$ cat src/tefc_pkg.sv
package tefc_pkg;

  typedef enum logic [1:0] {
    FMT_F32 = 2'd0,
    FMT_F16 = 2'd1,
    FMT_I8  = 2'd2,
    FMT_RSV = 2'd3
  } fmt_e;

  localparam int unsigned ElemW = 32;
  localparam int unsigned CfgAddrW = 1;
  localparam int unsigned CfgDataW = 2;

  localparam logic [CfgAddrW-1:0] RegSrcFmt = 1'd0;
  localparam logic [CfgAddrW-1:0] RegDstFmt = 1'd1;

  localparam logic [7:0] F32ExpBias = 8'd127;
  localparam logic [7:0] BiasDiff   = 8'd112;

  typedef struct packed {
    logic [ElemW-1:0] element;
    logic             clamped;
  } result_t;

  // Code 3 is treated as float32.
  function automatic fmt_e norm_fmt(input logic [1:0] code);
    fmt_e f;
    f = fmt_e'(code);
    if (f == FMT_RSV) begin
      f = FMT_F32;
    end
    return f;
  endfunction

endpackage

$ cat src/tefc_elem_if.sv
interface tefc_elem_if #(
  parameter int unsigned W = 32
);
  logic         valid;
  logic         ready;
  logic [W-1:0] data;

  modport source (output valid, output data, input ready);
  modport sink (input valid, input data, output ready);
endinterface

$ cat src/tefc_res_if.sv
interface tefc_res_if;
  logic        valid;
  logic        ready;
  logic [31:0] element_out;
  logic        clamped;

  modport source (output valid, output element_out, output clamped, input ready);
  modport sink (input valid, input element_out, input clamped, output ready);
endinterface

$ cat src/tensor_element_format_converter.sv
// Element format converter: float32, float16 and int8, via float32 unless
// the formats match. One element per cycle unless the output stalls, via
// an input register and a result register; the datapath between them sets
// the clock. The user writes formats only while idle; nothing enforces it.
module tensor_element_format_converter (
  input  logic                          clk_i,
  input  logic                          rst_ni,
  input  logic                          cfg_we_i,
  input  logic [tefc_pkg::CfgAddrW-1:0] cfg_idx_i,
  input  logic [tefc_pkg::CfgDataW-1:0] cfg_data_i,
  tefc_elem_if.sink                     in_if,
  tefc_res_if.source                    out_if
);
  import tefc_pkg::*;

  logic [1:0]  src_q, dst_q;
  logic        s1_vld_q, s2_vld_q;
  logic [31:0] s1_raw_q;
  result_t     conv, s2_q;
  fmt_e        src, dst;
  logic        s2_free, s1_free;

  assign src = norm_fmt(src_q);
  assign dst = norm_fmt(dst_q);

  assign s2_free     = !s2_vld_q || out_if.ready;
  assign s1_free     = !s1_vld_q || s2_free;
  assign in_if.ready = s1_free;

  always_ff @(posedge clk_i or negedge rst_ni) begin
    if (!rst_ni) begin
      src_q <= 2'd0;
      dst_q <= 2'd0;
    end else if (cfg_we_i) begin
      if (cfg_idx_i == RegSrcFmt) src_q <= cfg_data_i;
      else if (cfg_idx_i == RegDstFmt) dst_q <= cfg_data_i;
    end
  end

  always_ff @(posedge clk_i or negedge rst_ni) begin
    if (!rst_ni) begin
      s1_vld_q <= 1'b0;
      s2_vld_q <= 1'b0;
    end else begin
      if (s1_free) s1_vld_q <= in_if.valid;
      if (s2_free) s2_vld_q <= s1_vld_q;
    end
  end

  always_ff @(posedge clk_i) begin
    if (s1_free && in_if.valid) s1_raw_q <= in_if.data;
    if (s2_free && s1_vld_q) s2_q <= conv;
  end

  logic [31:0] masked;
  always_comb begin
    case (src)
      FMT_F16: masked = {16'd0, s1_raw_q[15:0]};
      FMT_I8:  masked = {24'd0, s1_raw_q[7:0]};
      default: masked = s1_raw_q;
    endcase
  end

  tefc_convert u_conv (.raw_i(masked), .src_i(src), .dst_i(dst), .res_o(conv));

  assign out_if.valid       = s2_vld_q;
  assign out_if.element_out = s2_q.element;
  assign out_if.clamped     = s2_q.clamped;
endmodule

$ cat src/tefc_convert.sv
module tefc_convert (
  input  logic [31:0]     raw_i,
  input  tefc_pkg::fmt_e  src_i,
  input  tefc_pkg::fmt_e  dst_i,
  output tefc_pkg::result_t res_o
);
  import tefc_pkg::*;

  logic [31:0] h2s;
  logic [31:0] b2s;
  logic [31:0] mid;
  logic [15:0] s2h;
  logic [7:0]  s2b;
  logic        s2b_flag;

  // float16 -> float32
  logic [4:0]  h_ex;
  logic [9:0]  h_man;
  logic [3:0]  h_lz;
  logic [9:0]  h_norm;
  always_comb begin
    h_ex  = raw_i[14:10];
    h_man = raw_i[9:0];
    h_lz  = 4'd0;
    for (int i = 0; i < 10; i++) begin
      if (h_man[i]) begin
        h_lz = 4'(9 - i);
      end
    end
    h_norm = 10'(h_man << (h_lz + 4'd1));
    if (h_ex == 5'd0) begin
      if (h_man == 10'd0) begin
        h2s = {raw_i[15], 31'd0};
      end else begin
        h2s = {raw_i[15], 8'(BiasDiff + 8'd1 - 8'(h_lz) - 8'd1), h_norm, 13'd0};
      end
    end else if (h_ex == 5'h1f) begin
      h2s = {raw_i[15], 8'hff, h_man, 13'd0};
    end else begin
      h2s = {raw_i[15], 8'(BiasDiff + 8'(h_ex)), h_man, 13'd0};
    end
  end

  // int8 -> float32
  logic [7:0] b_mag;
  logic [2:0] b_p;
  logic [22:0] b_man;
  always_comb begin
    b_mag = raw_i[7] ? 8'(8'd0 - raw_i[7:0]) : raw_i[7:0];
    b_p   = 3'd0;
    for (int i = 1; i < 8; i++) begin
      if (b_mag[i]) begin
        b_p = 3'(i);
      end
    end
    b_man = 23'({b_mag, 15'd0} << (5'd8 - 5'(b_p)));
    if (raw_i[7:0] == 8'd0) begin
      b2s = 32'd0;
    end else begin
      b2s = {raw_i[7], 8'(F32ExpBias + 8'(b_p)), b_man};
    end
  end

  always_comb begin
    case (src_i)
      FMT_F16: mid = h2s;
      FMT_I8:  mid = b2s;
      default: mid = raw_i;
    endcase
  end

  // float32 -> float16
  logic [7:0] m_ex;
  always_comb begin
    m_ex = mid[30:23];
    if (m_ex <= BiasDiff) begin
      s2h = {mid[31], 15'd0};
    end else if (m_ex >= 8'd143) begin
      s2h = {mid[31], 15'h7c00};
    end else begin
      s2h = {mid[31], 5'(m_ex - BiasDiff), mid[22:13]};
    end
  end

  // float32 -> int8
  logic [8:0]  i_mag;
  logic [2:0]  i_sh;
  logic [23:0] i_full;
  always_comb begin
    i_sh   = 3'(m_ex - F32ExpBias);
    i_full = {1'b1, mid[22:0]} >> (5'd23 - 5'(i_sh));
    if (m_ex < F32ExpBias) begin
      i_mag = 9'd0;
    end else if (m_ex >= 8'd135) begin
      i_mag = 9'd256;
    end else begin
      i_mag = i_full[8:0];
    end
    s2b_flag = 1'b0;
    if (m_ex == 8'hff && mid[22:0] != 23'd0) begin
      s2b_flag = 1'b1;
      s2b = 8'd0;
    end else if (!mid[31]) begin
      if (i_mag > 9'd127) begin
        s2b_flag = 1'b1;
        s2b = 8'h7f;
      end else begin
        s2b = i_mag[7:0];
      end
    end else if (i_mag > 9'd128) begin
      s2b_flag = 1'b1;
      s2b = 8'h80;
    end else begin
      s2b = 8'(8'd0 - i_mag[7:0]);
    end
  end

  always_comb begin
    res_o.clamped = 1'b0;
    if (src_i == dst_i) begin
      res_o.element = raw_i;
    end else begin
      case (dst_i)
        FMT_F16: res_o.element = {16'd0, s2h};
        FMT_I8: begin
          res_o.element = {24'd0, s2b};
          res_o.clamped = s2b_flag;
        end
        default: res_o.element = mid;
      endcase
    end
  end
endmodule

$ cat src/flat_wrapper.sv
// flat-port wrapper written by rule: the top's interface ports become plain ports
module tensor_element_format_converter_flat import tefc_pkg::*;
  (clk_i, rst_ni, cfg_we_i, cfg_idx_i, cfg_data_i, in_if_valid, in_if_data, in_if_ready, out_if_valid, out_if_element_out, out_if_clamped, out_if_ready);
  tefc_elem_if in_if_i ();
  tefc_res_if out_if_i ();
  input  logic clk_i;
  input  logic rst_ni;
  input  logic cfg_we_i;
  input  logic [tefc_pkg::CfgAddrW-1:0] cfg_idx_i;
  input  logic [tefc_pkg::CfgDataW-1:0] cfg_data_i;
  input wire logic [$bits(in_if_i.valid)-1:0] in_if_valid;
  input wire logic [$bits(in_if_i.data)-1:0] in_if_data;
  output wire logic [$bits(in_if_i.ready)-1:0] in_if_ready;
  output wire logic [$bits(out_if_i.valid)-1:0] out_if_valid;
  output wire logic [$bits(out_if_i.element_out)-1:0] out_if_element_out;
  output wire logic [$bits(out_if_i.clamped)-1:0] out_if_clamped;
  input wire logic [$bits(out_if_i.ready)-1:0] out_if_ready;
  assign in_if_i.valid = in_if_valid;
  assign in_if_i.data = in_if_data;
  assign in_if_ready = in_if_i.ready;
  assign out_if_valid = out_if_i.valid;
  assign out_if_element_out = out_if_i.element_out;
  assign out_if_clamped = out_if_i.clamped;
  assign out_if_i.ready = out_if_ready;
  tensor_element_format_converter u_core (.clk_i(clk_i), .rst_ni(rst_ni), .cfg_we_i(cfg_we_i), .cfg_idx_i(cfg_idx_i), .cfg_data_i(cfg_data_i), .in_if(in_if_i), .out_if(out_if_i));
endmodule
$ cat config.mk
export PLATFORM = sky130hd
export DESIGN_NAME = tensor_element_format_converter_flat
export DESIGN_NICKNAME = d
export VERILOG_FILES = /design/src/tefc_pkg.sv /design/src/tefc_elem_if.sv /design/src/tefc_res_if.sv /design/src/tensor_element_format_converter.sv /design/src/tefc_convert.sv /design/src/flat_wrapper.sv
export SDC_FILE = /design/constraint.sdc
export NUM_CORES = 1
export LEC_CHECK = 0
export ABC_AREA = 1
export BUFFER_PORTS_ARGS = -buffer_cell sky130_fd_sc_hd__buf_2
export CAP_MARGIN = 15
export CORE_MARGIN = 1.5
export CORE_UTILIZATION = 65
export CTS_BUF_LIST = sky130_fd_sc_hd__clkbuf_4 sky130_fd_sc_hd__clkbuf_8
export CTS_CLUSTER_DIAMETER = 80
export CTS_CLUSTER_SIZE = 25
export DETAILED_ROUTE_END_ITERATION = 12
export GPL_TIMING_DRIVEN = 0
export PLACE_DENSITY = 0.93
export SLEW_MARGIN = 20
export SYNTH_ARGS = -nofsm -noshare
export SYNTH_HDL_FRONTEND = slang
export SYNTH_SLANG_ARGS = --single-unit
export TNS_END_PERCENT = 20
$ cat constraint.sdc
create_clock -name clk_i -period 11.3 [get_ports clk_i]
set_clock_uncertainty 0.1 [all_clocks]
set_input_delay 0.565 -clock clk_i [delete_from_list [all_inputs] [get_ports clk_i]]
set_output_delay 0.565 -clock clk_i [all_outputs]
set_load 0.02 [all_outputs]
==> metrics.cfg <==
[clock_tree]
h-tree-depth=3
cts_tree=built
cts.sinks=71
clk_latency_ns=0.37
cts_resized=0
clock_path_buffers=2
clk_pin_slew_ns=0.09
post-cts-setup-buffers=0
postCtsHoldBufs=1
cts_inserted_buffers=9
root_buffer=clkbuf_8

[critical_path]
r2r_start=u_core.src_q[1]$_DFFE_PN0P_
cp_data_required_time_ns=11.33
cpMaxStageDelayCell=dfrtp_1
path_max_fanout=10
startpoint=u_core.src_q[1]$_DFFE_PN0P_
cp_common_cell=nand2_1
critPathMaxStageDelay_ns=0.42
cp.arrival_ns=6.32
end_kind=flip-flop
critPathKind=flip-flop to flip-flop
startpoint_type=flip-flop

[timing]
setup_viol=0
setup_ws_ns=5.01
maxSlewHeadroom_pct=38.3
period_share_pct=55.7
tns_ns=0
rsz0062_at_grt=false
tightest_slew_ns=0.921
min_period_ns=6.29
hold_viol_final=0
fmax_mhz=159
drv_slew=0

[logic_synthesis]
synth_compound_area_share_pct=10.3
ys_ff_latch=71
ys.flop_type=edfxtp_1
synth_edf_count=65
async_reset_ff_share_pct=8.45
avgSynthCellArea_um2=7.14
synth_top_family_by_area=simple AND/OR/NAND/NOR gates
synth_fp_nets=883
synth-xor-area-share_pct=0.446
synth_seq_area_share_pct=35.7
synth_mux_area_share_pct=0
synthSimpleGateAreaFrac_pct=41.4
synth_fa_ha_area_share_pct=3.61
netlist-cell-type-count=47
yosysWarnings=0
postSynthCellCount=826
synth.cell_area_mm2=0.00590

[detailed_routing]
wl_um=17900
wl_met2_um=7990
vias_per_cell=6.19
first_pass_iters=6
drc=0
drt_iter0_drc=833
ant_nets=0
m1WireLength_um=6900
top_layer=met4
via_count=6362
wire_per_inst_um=17.4
met3_wirelength_um=2270

[global_route]
antenna_found_initial=0
grt_max_degree=33
grt_pass1_vias=5725
grt_overflow_total=0
grt_pass1_wl_um=27900
grt_use_total_pct=37.0

[finish]
layout.cells.non_filler=1027
num-nets-final=970
final_common_cell=nand2_1
fillers=693
layout_common_cells=251 x nand2_1, 121 x nand3_1, 78 x buf_2
area_growth_syn_to_layout_pct=12.6
drive_gt1_share_pct=21.7

[placed_design]
dpl.hpwl_um=13400
dp.cells=1009
port-buffer-count=74
place.gp.congestion=1.02
preCtsSetupSlack_ns=5.19

[status]
status=finished, final reports clean

[flow_run]
drv_cap=0

[pwr]
p_leak_nw=3.17
total_power_mw=1.24
power-per-cell-area_mw_per_mm2=186
vdd_ir_drop_max_v=0.000116

[worst_hold_path]
hold_start=in_if_data[2]
hold_path_class=primary input to flip-flop

[die]
core_area_mm2=0.00876
start_util_pct=67.3
dieWidth_um=98.2
fp.dieArea_mm2=0.00965
fp-row-count=34
die_h_um=98.2
ios=75

-- per-stage QoR --
stage	cell area (um2)	hold slack (ns)	utilization, %
finish	6640	0.262	75.8
global route	6640	0.266	75.7
CTS	6640	0.266	75.7
detailed placement	6440	0.295	73.5
global placement	6400	0.295	73.0
floorplan	5900	0.169	-
-- path summary, 6_finish.rpt --
path,end,slack [ns],depth (start not counted)
setup reg to reg,u_core.out_if.element_out[5]$_DFFE_PP_,5.01,35
min in group asynchronous,u_core.out_if.valid$_DFFE_PN0P_,0.44,2
hold reg to reg,u_core.out_if.valid$_DFFE_PN0P_,0.43,2
max in group asynchronous,u_core.dst_q[0]$_DFFE_PN0P_,10.52,2
setup / recovery,u_core.out_if.element_out[5]$_DFFE_PP_,5.01,35
hold / removal,u_core.s1_raw_q[2]$_DFFE_PP_,0.26,1
-- layout make-up --
cell class / instances / area, um2 / share of cell area [%]
Sequential cell: 71 / 2100 / 31.7
Antenna cell: 1 / 2.50 / 0.0377
Clock buffer: 9 / 124 / 1.87
Multi-Input combinational cell: 633 / 3300 / 49.7
Inverter: 96 / 360 / 5.43
Buffer: 26 / 148 / 2.22
Clock inverter: 7 / 63.8 / 0.961
Timing Repair Buffer: 76 / 408 / 6.14
Tap cell: 108 / 135 / 2.04
-- state kept, by name, indices dropped and copies added (netlist names) --
register                   flops
u_core.out_if.element_out     32
u_core.s1_raw_q               32
u_core.dst_q                   2
u_core.src_q                   2
u_core.out_if.clamped          1
u_core.out_if.valid            1
u_core.s1_vld_q                1
-- cell usage after synthesis, types with 4 or more instances --
master	count	area share [%]
nand2_4	7	1.3
a31oi_1	4	0.42
clkinv_1	5	0.32
o21ai_1	5	0.42
edfxtp_1	65	33
or2_2	7	0.74
o22ai_1	7	0.74
buf_6	5	0.95
inv_2	20	1.3
nor2_2	16	1.7
inv_1	71	4.5
o211ai_1	9	1.1
ha_1	17	3.6
o21ai_0	32	2.7
nor2_1	55	3.5
a21oi_1	22	1.9
nand2_2	21	2.2
buf_2	4	0.34
nand2_1	251	16
nand3_1	121	10
clkbuf_1	14	0.89
nand3_2	10	1.7
dfrtp_1	6	2.5
nand4_1	15	1.6
-- worst max-delay path, delay by kind of cell (launching register included) --
kind	cells	cell delay (ns)
AO/OA/AOI/OAI	4	0.73
adder cells (fa/ha/maj)	4	1.24
buffers and inverters	8	1.16
flip-flops	1	0.42
AND/OR/NAND/NOR	19	2.36
-- kinds of logic (layout without fill, tap and decap cells) --
kind of cell	count (synthesis)	after routing
xor gates and xnor gates	3	3
other	0	1
adders and majority gates	17	17
AOI/OAI and AO/OA	98	98
buffers and inverters	122	214
and+or+nand+nor	515	515
DFF	71	71
-- layer usage --
metal | vias up | track usage, %
met5 | - | 0
met4 | 0 | 15.5
met3 | 83 | 7.30
met2 | 498 | 58.7
met1 | 2837 | 49.9
li1 | 2944 | -
-- where the power goes --
part,internal [mW],leakage (nW),switching (mW)
clock,0.0846,0.0903,0.119
sequential,0.338,0.704,0.0162
combinational,0.205,2.37,0.475
Power figures use the tool's default switching activity.
